===== src/sv/assert_macros.svh =====
// ----------------------------------------------------------------------------
// Assertion macros
// Shared concurrent assertion helpers for the conditioner RTL.
// ----------------------------------------------------------------------------
`ifndef ASSERT_MACROS_SVH
`define ASSERT_MACROS_SVH

`ifndef SYNTH

`define ASSERT_IMPLIES(label, clk, rst_n, ante, cons) \
  label: assert property (@(posedge clk) disable iff (!(rst_n)) (ante) |-> (cons)) \
    else $error("assertion failed");

`define ASSERT_NEXT(label, clk, rst_n, ante, cons) \
  label: assert property (@(posedge clk) disable iff (!(rst_n)) (ante) |=> (cons)) \
    else $error("assertion failed");

`else

`define ASSERT_IMPLIES(label, clk, rst_n, ante, cons)

`define ASSERT_NEXT(label, clk, rst_n, ante, cons)

`endif

`endif


===== src/sv/tcfsc_pkg.sv =====
// ----------------------------------------------------------------------------
// Flame sensor conditioner package
// Widths, constants, codes and shared types of the conditioner.
// ----------------------------------------------------------------------------
package tcfsc_pkg;

  localparam int WINDOW_DEPTH = 8;
  localparam int PTR_W = (WINDOW_DEPTH > 1) ? $clog2(WINDOW_DEPTH) : 1;
  localparam int LEVEL_W = 10;
  localparam int SUM_W = LEVEL_W + $clog2(WINDOW_DEPTH);
  localparam int RECIP_SH = SUM_W + $clog2(WINDOW_DEPTH);
  localparam int RECIP_W = RECIP_SH + 1;
  localparam int RECIP = ((1 << RECIP_SH) + WINDOW_DEPTH - 1) / WINDOW_DEPTH;
  localparam int PROD_W = SUM_W + RECIP_W;

  localparam int FRAC_W = 16;
  localparam int EMA_W = LEVEL_W + FRAC_W;
  localparam int WGT_W = 16;
  localparam logic [WGT_W-1:0] EMA_KEEP = 16'd62259;
  localparam logic [WGT_W-1:0] EMA_TAKE = 16'd3277;

  localparam int CNT_W = 16;
  localparam int TIME_W = 32;
  localparam int CFG_W = 16;

  localparam logic [LEVEL_W-1:0] LEVEL_MAX = 10'd1023;
  localparam logic [CNT_W-1:0] COUNT_MAX = 16'hFFFF;

  typedef enum logic [1:0] {
    OP_SAMPLE = 2'd0,
    OP_CALIB  = 2'd1,
    OP_CHECK  = 2'd2,
    OP_CLEAR  = 2'd3
  } op_e;

  typedef enum logic [1:0] {
    CFG_DETECT_THR  = 2'd0,
    CFG_DRIFT_THR   = 2'd1,
    CFG_MIN_SAMPLES = 2'd2,
    CFG_COOLDOWN    = 2'd3
  } cfg_idx_e;

  typedef struct packed {
    logic             sample;
    logic             calib;
    logic             ema_upd;
    logic [PTR_W-1:0] pos;
  } chan_ctrl_t;

  typedef struct packed {
    logic [LEVEL_W-1:0] mean_next;
    logic               flame_next;
    logic               drift;
  } chan_stat_t;

endpackage


===== src/sv/tcfsc_if.sv =====
// ----------------------------------------------------------------------------
// Conditioner channel interfaces
// Valid/ready channels for input items and result items.
// ----------------------------------------------------------------------------
interface tcfsc_in_if;
  import tcfsc_pkg::*;

  logic              valid;
  logic              ready;
  logic [1:0]        opcode;
  logic [LEVEL_W-1:0] sample_a;
  logic [LEVEL_W-1:0] sample_b;
  logic [LEVEL_W-1:0] sample_c;
  logic [TIME_W-1:0] now_ms;

  modport source (output valid, opcode, sample_a, sample_b, sample_c, now_ms,
                  input ready);
  modport sink (input valid, opcode, sample_a, sample_b, sample_c, now_ms,
                output ready);
endinterface

interface tcfsc_out_if;
  import tcfsc_pkg::*;

  logic               valid;
  logic               ready;
  logic [LEVEL_W-1:0] smoothed_a;
  logic [LEVEL_W-1:0] smoothed_b;
  logic [LEVEL_W-1:0] smoothed_c;
  logic               flame_seen;
  logic               drift_warning;
  logic [CNT_W-1:0]   good_sample_count;

  modport source (output valid, smoothed_a, smoothed_b, smoothed_c, flame_seen,
                  drift_warning, good_sample_count, input ready);
  modport sink (input valid, smoothed_a, smoothed_b, smoothed_c, flame_seen,
                drift_warning, good_sample_count, output ready);
endinterface


===== src/sv/tcfsc_channel.sv =====
// ----------------------------------------------------------------------------
// Conditioner light channel
// Sample ring with running window sum, window mean, ambient level and EMA
// baseline of one light channel, with its flame and drift tests.
// ----------------------------------------------------------------------------
module tcfsc_channel (
  input  logic                        clk_i,
  input  logic                        rst_ni,
  input  tcfsc_pkg::chan_ctrl_t       ctrl_i,
  input  logic [tcfsc_pkg::LEVEL_W-1:0] sample_i,
  input  logic [tcfsc_pkg::LEVEL_W-1:0] detect_thr_i,
  input  logic [tcfsc_pkg::LEVEL_W-1:0] drift_thr_i,
  output tcfsc_pkg::chan_stat_t       stat_o
);
  import tcfsc_pkg::*;

  logic [LEVEL_W-1:0] ring_q [WINDOW_DEPTH];
  logic [SUM_W-1:0]   sum_q, sum_d, calib_sum;
  logic [LEVEL_W-1:0] mean_q, mean_new, amb_q, amb_next;
  logic [EMA_W-1:0]   ema_q, ema_new;
  logic [PROD_W-1:0]  mean_prod;
  logic [EMA_W+WGT_W-1:0] keep_prod;
  logic [LEVEL_W+WGT_W-1:0] take_prod;
  logic [EMA_W:0]     ref_lvl, ema_ext, dev, limit;

  assign calib_sum = SUM_W'(SUM_W'(sample_i) * SUM_W'(WINDOW_DEPTH));
  assign sum_d = sum_q - SUM_W'(ring_q[ctrl_i.pos]) + SUM_W'(sample_i);
  assign mean_prod = PROD_W'(sum_d) * PROD_W'(RECIP);
  assign mean_new = mean_prod[RECIP_SH +: LEVEL_W];

  assign keep_prod = (EMA_W+WGT_W)'(ema_q) * (EMA_W+WGT_W)'(EMA_KEEP);
  assign take_prod = (LEVEL_W+WGT_W)'(mean_new) * (LEVEL_W+WGT_W)'(EMA_TAKE);
  assign ema_new = keep_prod[FRAC_W +: EMA_W] + EMA_W'(take_prod);

  assign stat_o.mean_next = ctrl_i.sample ? mean_new : mean_q;
  assign amb_next = ctrl_i.calib ? sample_i : amb_q;
  assign stat_o.flame_next = {1'b0, amb_next} >
                             ({1'b0, stat_o.mean_next} + {1'b0, detect_thr_i});

  assign ref_lvl = {1'b0, amb_q, {FRAC_W{1'b0}}};
  assign ema_ext = {1'b0, ema_q};
  assign dev = (ema_ext >= ref_lvl) ? (ema_ext - ref_lvl) : (ref_lvl - ema_ext);
  assign limit = {1'b0, drift_thr_i, {FRAC_W{1'b0}}};
  assign stat_o.drift = dev > limit;

  always_ff @(posedge clk_i or negedge rst_ni) begin
    if (!rst_ni) begin
      for (int i = 0; i < WINDOW_DEPTH; i++) begin
        ring_q[i] <= '0;
      end
      sum_q  <= '0;
      mean_q <= '0;
      amb_q  <= LEVEL_MAX;
      ema_q  <= {LEVEL_MAX, {FRAC_W{1'b0}}};
    end else begin
      if (ctrl_i.sample) begin
        ring_q[ctrl_i.pos] <= sample_i;
        sum_q  <= sum_d;
        mean_q <= mean_new;
      end else if (ctrl_i.calib) begin
        for (int i = 0; i < WINDOW_DEPTH; i++) begin
          ring_q[i] <= sample_i;
        end
        sum_q <= calib_sum;
        amb_q <= sample_i;
        ema_q <= {sample_i, {FRAC_W{1'b0}}};
      end
      if (ctrl_i.ema_upd) begin
        ema_q <= ema_new;
      end
    end
  end

endmodule


===== src/sv/three_channel_flame_sensor_conditioner_core.sv =====
// ----------------------------------------------------------------------------
// Three-channel flame sensor conditioner
// An input transfer lands in the input register and its result is loaded into
// the result register once that is free or being read; one item per cycle,
// stalled only by a waiting result. Ring sums, means and EMA baselines are
// updated at the edge that loads the result.
// Reset is asynchronous and returns the sensor state, the configuration
// registers and both valid flags to their default values.
// ----------------------------------------------------------------------------
`include "assert_macros.svh"

module three_channel_flame_sensor_conditioner_core (
  input  logic                         clk_i,
  input  logic                         rst_ni,
  input  logic                         cfg_we_i,
  input  logic [1:0]                   cfg_idx_i,
  input  logic [tcfsc_pkg::CFG_W-1:0]  cfg_wdata_i,
  tcfsc_in_if.sink                     in_ch_i,
  tcfsc_out_if.source                  out_ch_o
);
  import tcfsc_pkg::*;

  logic [LEVEL_W-1:0] detect_thr_q, drift_thr_q;
  logic [CNT_W-1:0]   min_samples_q;
  logic [CNT_W-1:0]   cooldown_q;

  logic               s1_valid_q;
  op_e                s1_op_q;
  logic [LEVEL_W-1:0] s1_smp_q [3];
  logic [TIME_W-1:0]  s1_now_q;

  logic [PTR_W-1:0]   pos_q;
  logic [CNT_W-1:0]   count_q, count_d;
  logic [TIME_W-1:0]  cool_end_q;
  logic               drift_q, drift_d;

  logic               out_valid_q;
  logic [LEVEL_W-1:0] out_mean_q [3];
  logic               out_flame_q, out_drift_q;
  logic [CNT_W-1:0]   out_count_q;

  logic               fire, in_ready, do_sample, flame_any, drift_any, ema_upd;
  chan_ctrl_t         ctrl;
  chan_stat_t         stat [3];

  assign fire     = s1_valid_q && (!out_valid_q || out_ch_o.ready);
  assign in_ready = !s1_valid_q || fire;
  assign in_ch_i.ready = in_ready;

  assign do_sample = fire && (s1_op_q == OP_SAMPLE);
  assign flame_any = stat[0].flame_next || stat[1].flame_next || stat[2].flame_next;
  assign drift_any = stat[0].drift || stat[1].drift || stat[2].drift;
  assign ema_upd   = do_sample && !flame_any && (s1_now_q >= cool_end_q);

  assign ctrl.sample  = do_sample;
  assign ctrl.calib   = fire && (s1_op_q == OP_CALIB);
  assign ctrl.ema_upd = ema_upd;
  assign ctrl.pos     = pos_q;

  for (genvar ch = 0; ch < 3; ch++) begin : g_chan
    tcfsc_channel u_chan (
      .clk_i        (clk_i),
      .rst_ni       (rst_ni),
      .ctrl_i       (ctrl),
      .sample_i     (s1_smp_q[ch]),
      .detect_thr_i (detect_thr_q),
      .drift_thr_i  (drift_thr_q),
      .stat_o       (stat[ch])
    );
  end

  always_comb begin
    count_d = count_q;
    drift_d = drift_q;
    case (s1_op_q)
      OP_SAMPLE: begin
        if (ema_upd && (count_q != COUNT_MAX)) begin
          count_d = count_q + 1'b1;
        end
      end
      OP_CALIB: begin
        count_d = '0;
        drift_d = 1'b0;
      end
      OP_CHECK: begin
        if (count_q >= min_samples_q) begin
          drift_d = drift_any;
        end
      end
      default: begin
        drift_d = 1'b0;
      end
    endcase
  end

  always_ff @(posedge clk_i or negedge rst_ni) begin
    if (!rst_ni) begin
      detect_thr_q  <= 10'd100;
      drift_thr_q   <= 10'd50;
      min_samples_q <= 16'd100;
      cooldown_q    <= 16'd3000;
    end else if (cfg_we_i) begin
      unique case (cfg_idx_e'(cfg_idx_i))
        CFG_DETECT_THR:  detect_thr_q  <= cfg_wdata_i[LEVEL_W-1:0];
        CFG_DRIFT_THR:   drift_thr_q   <= cfg_wdata_i[LEVEL_W-1:0];
        CFG_MIN_SAMPLES: min_samples_q <= cfg_wdata_i[CNT_W-1:0];
        CFG_COOLDOWN:    cooldown_q    <= cfg_wdata_i[CNT_W-1:0];
        default:         ;
      endcase
    end
  end

  always_ff @(posedge clk_i or negedge rst_ni) begin
    if (!rst_ni) begin
      s1_valid_q <= 1'b0;
    end else if (in_ready) begin
      s1_valid_q <= in_ch_i.valid;
    end
  end

  always_ff @(posedge clk_i) begin
    if (in_ready && in_ch_i.valid) begin
      s1_op_q     <= op_e'(in_ch_i.opcode);
      s1_smp_q[0] <= in_ch_i.sample_a;
      s1_smp_q[1] <= in_ch_i.sample_b;
      s1_smp_q[2] <= in_ch_i.sample_c;
      s1_now_q    <= in_ch_i.now_ms;
    end
  end

  always_ff @(posedge clk_i or negedge rst_ni) begin
    if (!rst_ni) begin
      pos_q      <= '0;
      count_q    <= '0;
      cool_end_q <= '0;
      drift_q    <= 1'b0;
    end else if (fire) begin
      count_q <= count_d;
      drift_q <= drift_d;
      if (do_sample) begin
        pos_q <= (pos_q == PTR_W'(WINDOW_DEPTH - 1)) ? '0 : pos_q + 1'b1;
        if (flame_any) begin
          cool_end_q <= s1_now_q + TIME_W'(cooldown_q);
        end
      end
    end
  end

  always_ff @(posedge clk_i or negedge rst_ni) begin
    if (!rst_ni) begin
      out_valid_q <= 1'b0;
    end else if (fire) begin
      out_valid_q <= 1'b1;
    end else if (out_ch_o.ready) begin
      out_valid_q <= 1'b0;
    end
  end

  always_ff @(posedge clk_i) begin
    if (fire) begin
      for (int ch = 0; ch < 3; ch++) begin
        out_mean_q[ch] <= stat[ch].mean_next;
      end
      out_flame_q <= flame_any;
      out_drift_q <= drift_d;
      out_count_q <= count_d;
    end
  end

  assign out_ch_o.valid             = out_valid_q;
  assign out_ch_o.smoothed_a        = out_mean_q[0];
  assign out_ch_o.smoothed_b        = out_mean_q[1];
  assign out_ch_o.smoothed_c        = out_mean_q[2];
  assign out_ch_o.flame_seen        = out_flame_q;
  assign out_ch_o.drift_warning     = out_drift_q;
  assign out_ch_o.good_sample_count = out_count_q;

  `ASSERT_NEXT(a_count_holds, clk_i, rst_ni, !fire, $stable(count_q))
  `ASSERT_NEXT(a_drift_source, clk_i, rst_ni, !(fire && (s1_op_q == OP_CHECK)), !$rose(drift_q))
  `ASSERT_IMPLIES(a_ready_when_empty, clk_i, rst_ni, !out_valid_q, in_ready)

endmodule

===== src/flat_wrapper.sv =====
// flat-port wrapper written by rule: the top's interface ports become plain ports
module three_channel_flame_sensor_conditioner_core_flat import tcfsc_pkg::*;
  (clk_i, rst_ni, cfg_we_i, cfg_idx_i, cfg_wdata_i, in_ch_i_valid, in_ch_i_opcode, in_ch_i_sample_a, in_ch_i_sample_b, in_ch_i_sample_c, in_ch_i_now_ms, in_ch_i_ready, out_ch_o_valid, out_ch_o_smoothed_a, out_ch_o_smoothed_b, out_ch_o_smoothed_c, out_ch_o_flame_seen, out_ch_o_drift_warning, out_ch_o_good_sample_count, out_ch_o_ready);
  tcfsc_in_if in_ch_i_i ();
  tcfsc_out_if out_ch_o_i ();
  input  logic clk_i;
  input  logic rst_ni;
  input  logic cfg_we_i;
  input  logic [1:0] cfg_idx_i;
  input  logic [tcfsc_pkg::CFG_W-1:0] cfg_wdata_i;
  input wire logic [$bits(in_ch_i_i.valid)-1:0] in_ch_i_valid;
  input wire logic [$bits(in_ch_i_i.opcode)-1:0] in_ch_i_opcode;
  input wire logic [$bits(in_ch_i_i.sample_a)-1:0] in_ch_i_sample_a;
  input wire logic [$bits(in_ch_i_i.sample_b)-1:0] in_ch_i_sample_b;
  input wire logic [$bits(in_ch_i_i.sample_c)-1:0] in_ch_i_sample_c;
  input wire logic [$bits(in_ch_i_i.now_ms)-1:0] in_ch_i_now_ms;
  output wire logic [$bits(in_ch_i_i.ready)-1:0] in_ch_i_ready;
  output wire logic [$bits(out_ch_o_i.valid)-1:0] out_ch_o_valid;
  output wire logic [$bits(out_ch_o_i.smoothed_a)-1:0] out_ch_o_smoothed_a;
  output wire logic [$bits(out_ch_o_i.smoothed_b)-1:0] out_ch_o_smoothed_b;
  output wire logic [$bits(out_ch_o_i.smoothed_c)-1:0] out_ch_o_smoothed_c;
  output wire logic [$bits(out_ch_o_i.flame_seen)-1:0] out_ch_o_flame_seen;
  output wire logic [$bits(out_ch_o_i.drift_warning)-1:0] out_ch_o_drift_warning;
  output wire logic [$bits(out_ch_o_i.good_sample_count)-1:0] out_ch_o_good_sample_count;
  input wire logic [$bits(out_ch_o_i.ready)-1:0] out_ch_o_ready;
  assign in_ch_i_i.valid = in_ch_i_valid;
  assign in_ch_i_i.opcode = in_ch_i_opcode;
  assign in_ch_i_i.sample_a = in_ch_i_sample_a;
  assign in_ch_i_i.sample_b = in_ch_i_sample_b;
  assign in_ch_i_i.sample_c = in_ch_i_sample_c;
  assign in_ch_i_i.now_ms = in_ch_i_now_ms;
  assign in_ch_i_ready = in_ch_i_i.ready;
  assign out_ch_o_valid = out_ch_o_i.valid;
  assign out_ch_o_smoothed_a = out_ch_o_i.smoothed_a;
  assign out_ch_o_smoothed_b = out_ch_o_i.smoothed_b;
  assign out_ch_o_smoothed_c = out_ch_o_i.smoothed_c;
  assign out_ch_o_flame_seen = out_ch_o_i.flame_seen;
  assign out_ch_o_drift_warning = out_ch_o_i.drift_warning;
  assign out_ch_o_good_sample_count = out_ch_o_i.good_sample_count;
  assign out_ch_o_i.ready = out_ch_o_ready;
  three_channel_flame_sensor_conditioner_core u_core (.clk_i(clk_i), .rst_ni(rst_ni), .cfg_we_i(cfg_we_i), .cfg_idx_i(cfg_idx_i), .cfg_wdata_i(cfg_wdata_i), .in_ch_i(in_ch_i_i), .out_ch_o(out_ch_o_i));
endmodule

===== config.mk =====
export PLATFORM = sky130hd
export DESIGN_NAME = three_channel_flame_sensor_conditioner_core_flat
export DESIGN_NICKNAME = d
export VERILOG_FILES = /design/src/sv/tcfsc_pkg.sv /design/src/sv/tcfsc_if.sv /design/src/sv/tcfsc_channel.sv /design/src/sv/three_channel_flame_sensor_conditioner_core.sv /design/src/flat_wrapper.sv
export VERILOG_INCLUDE_DIRS = /design/src /design/src/sv
export SDC_FILE = /design/constraint.sdc
export NUM_CORES = 2
export LEC_CHECK = 0
export ABC_CLOCK_PERIOD_IN_PS = 10100
export BUFFER_PORTS_ARGS = -buffer_cell sky130_fd_sc_hd__buf_2
export CAP_MARGIN = 20
export CORE_ASPECT_RATIO = 1.75
export CORE_MARGIN = 2
export CORE_UTILIZATION = 55
export DETAILED_ROUTE_END_ITERATION = 10
export GPL_ROUTABILITY_DRIVEN = 1
export PLACE_DENSITY = 0.74
export SETUP_SLACK_MARGIN = 0.5
export SYNTH_ARGS = -nofsm -noshare
export SYNTH_HDL_FRONTEND = slang
export SYNTH_SLANG_ARGS = --single-unit

===== constraint.sdc =====
create_clock -name clk_i -period 10.1 [get_ports clk_i]
set_input_delay 0 -clock clk_i [delete_from_list [all_inputs] [get_ports clk_i]]
set_output_delay 0 -clock clk_i [all_outputs]
set_load 0.02 [all_outputs]

Word-level counts from Yosys, hierarchy flattened
Memory sizes are Yosys's and may differ from the RTL's. Index checks and enable logic that the tools add are counted.

Bits in writable memories: 60. Register bits after elaboration: 575. Memories: 2. Output and inout port bits: 50. Word-level logic and storage cells: 186. Bits of input ports: 87.

Memories: u_core.out_mean_q (depth 3, width 10, rd ports 3, clocked after Yosys merged registers in 0, wr ports 3, RTL line three_channel_flame_sensor_conditioner_core.sv:38) `logic [LEVEL_W-1:0] out_mean_q [3];`; u_core.s1_smp_q (depth 3, width 10, rd ports 3, clocked after Yosys merged registers in 0, wr ports 3, RTL line three_channel_flame_sensor_conditioner_core.sv:29) `logic [LEVEL_W-1:0] s1_smp_q [3];`.

Multiply operators: 6. $add $sub $neg: 21. Mux-type cells: 55. Bitwise operators: 1. $lt $le $gt $ge: 13. Reductions and logical operators: 29. Eq/ne operators: 8.

Operators with widths (count): 80-bit 2-to-1 mux (6); 80-bit bitwise mux (3); 26-bit 2-to-1 mux (9); 26-bit by 26-bit subtractor with 27-bit output (6); 10-bit 2-to-1 mux (13); 26-bit by 16-bit multiplier with 42-bit output, second input constant (3); 10-bit binary-select mux with 3-bit select (3); 27-bit by 26-bit greater-than comparator with 1-bit output (3); 27-bit 2-to-1 mux (3); 26-bit by 22-bit adder with 26-bit output (3); 26-bit >= comparator (3); 13-bit 2-to-1 mux (6); 10-bit by 12-bit multiplier with 22-bit output, second input constant (3); 13-bit by 10-bit adder with 13-bit output (3); 13-bit by 10-bit subtractor with 13-bit output (3); 10-bit by 10-bit adder with 11-bit output (3); 10-bit by 11-bit greater-than comparator with 1-bit output (3); 32-bit by 16-bit adder with 32-bit output (1); 32-bit >= comparator (1); 16-bit case mux with 2 select lines (1); 10-bit demux with 3-bit select (1); 16-bit by 1-bit adder with 16-bit output, second input constant (1); 16-bit >= comparator (1); 16-bit 2-to-1 mux (1); other kinds (19) (50).

Longest topological paths before layout
Word-level depth: 17. Depth in mapped cells: 42. Mapped depth without buffers: 42.

Hierarchy
From an unflattened synthesis, not the netlist that was laid out.

Cells, all modules: 6923. Area, all modules: 69095.0 um^2.

By module, submodules not included: tcfsc_channel (u_core.g_chan[1].u_chan) (area each 19575.0 um^2, sequential area each 3503.4 um^2, instances 1, cells an instance 2050); tcfsc_channel (u_core.g_chan[0].u_chan) (area each 19505.0 um^2, sequential area each 3503.4 um^2, instances 1, cells an instance 1988); tcfsc_channel (u_core.g_chan[2].u_chan) (area each 19321.0 um^2, sequential area each 3503.4 um^2, instances 1, cells an instance 1989); three_channel_flame_sensor_conditioner_core (area each 10694.0 um^2, sequential area each 6035.8 um^2, instances 1, cells an instance 896).

Least setup slack after synthesis
No wires, ideal clock.

Kind: register to register. From: register u_core.g_chan[1].u_chan.ema_q[13]. To: register u_core.g_chan[1].u_chan.ema_q[23]. Setup time: 0.090 ns. Stages on the path, launching flop included: 38. Data required time: 10.010 ns. Data arrival time: 9.625 ns. Path buffers: 0. Period minus slack after synthesis: 9.716 ns. Setup slack: 0.384 ns. Cells stage by stage: dfrtp_1 inv_1 ha_1 inv_1 fa_1 inv_1 fa_1 inv_1 fa_1 fa_1 fa_1 inv_1 ha_1 a21o_1 a21o_1 a221o_1 a22o_1 a31o_1 [... 2 more ...] or2_1 a21oi_1 xor2_1 fa_1 fa_1 fa_1 inv_1 ha_1 a21o_1 a41oi_1 o21ai_0 o21a_1 o21ai_0 nand2_1 a211o_1 a21oi_1 xor2_1 o21ai_0.

Cells in the longest elaborated chain, start to end: 3.

RTL lines: start, declared (RTL line tcfsc_channel.sv:20) `logic [EMA_W-1:0] ema_q, ema_new;`; start signal, assigned (RTL line tcfsc_channel.sv:54) `ema_q <= {LEVEL_MAX, {FRAC_W{1'b0}}};`; start signal, assigned (RTL line tcfsc_channel.sv:66) `ema_q <= {sample_i, {FRAC_W{1'b0}}};`; start signal, assigned (RTL line tcfsc_channel.sv:69) `ema_q <= ema_new;`; 26-bit by 16-bit multiplier with 42-bit output (RTL line tcfsc_channel.sv:31) `assign keep_prod = (EMA_W+WGT_W)'(ema_q) * (EMA_W+WGT_W)'(EMA_KEEP);`; 26-bit by 22-bit adder with 26-bit output (RTL line tcfsc_channel.sv:33) `assign ema_new = keep_prod[FRAC_W +: EMA_W] + EMA_W'(take_prod);`; 26-bit 2-to-1 mux (RTL line tcfsc_channel.sv:68) `if (ctrl_i.ema_upd) begin`.

No other way between the ends. A chain may end at the register's enable or synchronous reset.

Worst setup path after layout
From: register u_core.g_chan[1].u_chan.ema_q[4]. To: register u_core.g_chan[1].u_chan.ema_q[23].

The elaborated chain is that of the path after synthesis.

==> results.toml <==
[grt]
grt_overflow = 0
grt_pass1_vias = 54670
total_grt_usage_pct = 31.82
grt_antenna_before_repair = 7
grt_start_max_net_pins = 181
global_route_wire_length_before_repair_microns = 301200

[clock_network]
tritoncts = "built"
ctsRootBufferMaster = "sky130_fd_sc_hd__clkbuf_16"
clk_path_buf_depth = 3
cts_made_buffers = 60
cts_max_level = 2
clock_insertion_delay_at_the_later_pin_of_the_skew_report_ns = 0.68
clkTransAtPathRegs_ns = 0.07
cts.sink_count = 635

[setup_path]
cp_common_cell = "sky130_fd_sc_hd__fa_1"
endpoint_required_time_on_the_critical_path_ns = 10.64
worst_r2r_startpoint = "u_core.g_chan[1].u_chan.ema_q[4]$_DFFE_PN0P_"
timing.critical_path.to_type = "register"
signal_arrival_time_at_the_worst_endpoint_ns = 10.19
cp-start-kind = "register"
crit_slowest_cell = "sky130_fd_sc_hd__fa_2"
timing_worst_setup_path_type = "register to register"
rrSetupSlack_ns = 0.45
critPathMaxStageDelay_ns = 0.59
rr_worst_depth = 38
critical_path_peak_fanout = 4
end_of_the_worst_register_to_register_path = "u_core.g_chan[1].u_chan.ema_q[23]$_DFFE_PN1P_"

[logic_synthesis]
netlist_area_sq_um = 66320
synth_ff_type = "sky130_fd_sc_hd__dfrtp_1"
ys_seq_elements = 635
synth-warning-count = 0
syn-instance-count = 6783
number_of_flops_mapped_to_enable_cells_by_yosys = 112
synth.lib_cells_used.distinct = 77
average_footprint_of_a_synthesized_cell_sq_um = 9.778
synth.net_count = 8597
synth_async_sr_flop_share_pct = 82.36
synth-seq-area-share_pct = 24.95

[route]
route.final.wire_length_microns = 193500
detail_route.drc_violations = 0
avgRoutedWirePerCell_microns = 22.19
vias = 50740
first_iter_violations = 3227
drt_pass_1_iters = 6
via_per_inst = 5.821
ant_nets = 0

[layout]
finish.instance_area_sq_um = 74090
final_net_count = 8947
layout-drive-gt1-share_pct = 11.22
leading_cell_types_in_the_layout_fill_and_taps_excluded = "sky130_fd_sc_hd__inv_1, sky130_fd_sc_hd__ha_1, sky130_fd_sc_hd__fa_1"
final_common_cell = "sky130_fd_sc_hd__inv_1"
area_delta_synth_final_pct = 11.71

[sta]
worst_slew_margin_rel_pct = 22.22
slew_viol_final = 0
tightestPinTransition_ns = 1.167
setup_viol_count_final = 0
final.min_clock_period_ns = 9.655
hold-worst-slack_ns = 0.01960
fin_setup_tns_ns = 0
grt_setup_unrepaired = "true"
skew_ns = 0.06121
max_freq_mhz = 103.6
timing_hold_violations_final = 0
layout_worst_path_cycle_share_pct = 95.59

[die]
dieWidth_microns = 266.5
i_o_pin_total = 137
row_count = 168
die_area_sq_um = 123500
core_area_sq_um = 119800
die_y_microns = 463.4
initial_core_util_pct = 55.35

[min_path]
worst_hold_path_type = "input port to async pin"

[placed_design]
numPortBuffers = 136
dpl_cell_area_sq_um = 69800
hpwl_microns = 153500
globalplace.congestion = 1.000

[outcome]
status = "complete, no violations"

[run]
maxCapViolCount = 0
[metal layers]
metal	part of all wire, %	wire, microns	track usage, %
met1	35	66750	34.49
met2	51	98930	56.88
met3	5.5	10590	3.798
met4	8.9	17190	23.06
met5	0.0067	13	0
[kinds of logic after synthesis]
group,share of synthesized area [%]
compound gates,12.47
xor+xnor,3.711
fa+ha+maj,40.50
buf+inv,8.714
flops,24.95
mux,1.617
simple gates,8.040
[Yosys cell counts (all sizes together) (7+ instances only)]
cell | number | share of area, %
a2111oi | 7 | 0.092
a211oi | 31 | 0.35
a21o | 139 | 1.6
a21oi | 234 | 1.8
a221o | 7 | 0.11
a221oi | 9 | 0.12
a22oi | 126 | 1.4
a31oi | 26 | 0.25
and2 | 15 | 0.14
and3 | 28 | 0.26
and4 | 14 | 0.18
buf | 13 | 0.077
clkbuf | 150 | 0.85
dfrtp | 447 | 17
dfstp | 76 | 3.0
edfxtp | 112 | 5.1
fa | 700 | 21
ha | 1027 | 19
inv | 1374 | 7.8
mux2 | 65 | 1.1
mux2i | 34 | 0.51
nand2 | 544 | 3.1
nand2b | 38 | 0.36
nand3 | 96 | 0.72
nand3b | 12 | 0.14
nand4 | 66 | 0.62
nor2 | 171 | 0.97
nor2b | 48 | 0.45
nor3 | 59 | 0.45
nor4 | 20 | 0.19
o211ai | 21 | 0.24
o21a | 49 | 0.55
o21ai | 546 | 4.1
o21bai | 52 | 0.59
o31a | 10 | 0.13
o31ai | 11 | 0.12
o41ai | 7 | 0.10
or2 | 16 | 0.15
or3 | 19 | 0.18
xnor2 | 190 | 2.5
xor2 | 91 | 1.2
[what timing repair did]
item                       in CTS  in global routing
setup buffers                  25                 32
setup endpoints to repair      34                 54
pin swaps                      44                 63
resized for setup              62                132
hold endpoints to repair      194                  0
hold buffers                   87                  0
[worst max-delay path: cells and delay by family, from the launching register on]
| family | cells | cell delay, ns |
|---|---|---|
| flip-flops | 1 | 0.38 |
| buffers and inverters | 8 | 0.74 |
| AO/OA/AOI/OAI | 15 | 2.94 |
| adder cells (fa/ha/maj) | 11 | 4.92 |
| AND/OR/NAND/NOR | 2 | 0.35 |
| XOR/XNOR | 2 | 0.23 |
[worst max-delay path by stage]
stage                     slack [ns]                                            end                                          from
after global placement          0.16  u_core.g_chan[0].u_chan.ema_q[25]$_DFFE_PN1P_  u_core.g_chan[0].u_chan.ema_q[1]$_DFFE_PN0P_
after CTS                       0.44  u_core.g_chan[1].u_chan.ema_q[23]$_DFFE_PN1P_  u_core.g_chan[1].u_chan.ema_q[4]$_DFFE_PN0P_
after detailed placement        0.09  u_core.g_chan[1].u_chan.ema_q[23]$_DFFE_PN1P_  u_core.g_chan[1].u_chan.ema_q[4]$_DFFE_PN0P_
after floorplan                 0.57  u_core.g_chan[1].u_chan.ema_q[23]$_DFFE_PN1P_  u_core.g_chan[1].u_chan.ema_q[4]$_DFFE_PN0P_
after global routing            0.15  u_core.g_chan[0].u_chan.ema_q[25]$_DFFE_PN1P_  u_core.g_chan[0].u_chan.ema_q[9]$_DFFE_PN0P_
final                           0.45  u_core.g_chan[1].u_chan.ema_q[23]$_DFFE_PN1P_  u_core.g_chan[1].u_chan.ema_q[4]$_DFFE_PN0P_
[sequential cells by signal, indices dropped and copies added, names as in the netlist]
register / flops
u_core.s1_valid_q: 1
u_core.pos_q: 3
u_core.s1_op_q: 2
u_core.out_ch_o.flame_seen: 1
u_core.out_ch_o.drift_warning: 1
u_core.cool_end_q: 32
u_core.detect_thr_q: 10
u_core.drift_thr_q: 10
u_core.s1_smp_q: 30
u_core.min_samples_q: 16
u_core.g_chan.u_chan.ema_q: 78
u_core.out_ch_o.valid: 1
u_core.cooldown_q: 16
u_core.g_chan.u_chan.mean_q: 30
u_core.g_chan.u_chan.ring_q: 240
u_core.s1_now_q: 32
u_core.out_mean_q: 30
u_core.drift_q: 1
u_core.count_q: 16
u_core.g_chan.u_chan.sum_q: 39
u_core.g_chan.u_chan.amb_q: 30
u_core.out_ch_o.good_sample_count: 16
[stage by stage]
step | util [%] | std cells | worst slack, ns
6_report | 61.83 | 8717 | 0.4452
4_1_cts | 61.06 | 8682 | 0.4394
5_1_grt | 61.83 | 8717 | 0.1455
3_3_place_gp | 58.25 | 8456 | 0.1611
3_5_place_dp | 58.25 | 8456 | 0.08786
2_1_floorplan | - | 6783 | 0.5716
[final cells by class]
| type | instances | area [sq um] |
|---|---|---|
| Timing Repair Buffer | 451 | 3396 |
| Inverter | 1376 | 5191 |
| Sequential cell | 635 | 16570 |
| Clock inverter | 37 | 427.9 |
| Fill cell | 9864 | 45730 |
| Tap cell | 1530 | 1914 |
| Multi-Input combinational cell | 4609 | 44990 |
| Clock buffer | 77 | 1597 |
| Antenna cell | 2 | 5.005 |
Power is not shown: default switching activity piles up to over one toggle a cycle in this logic, so the estimate is an artifact.
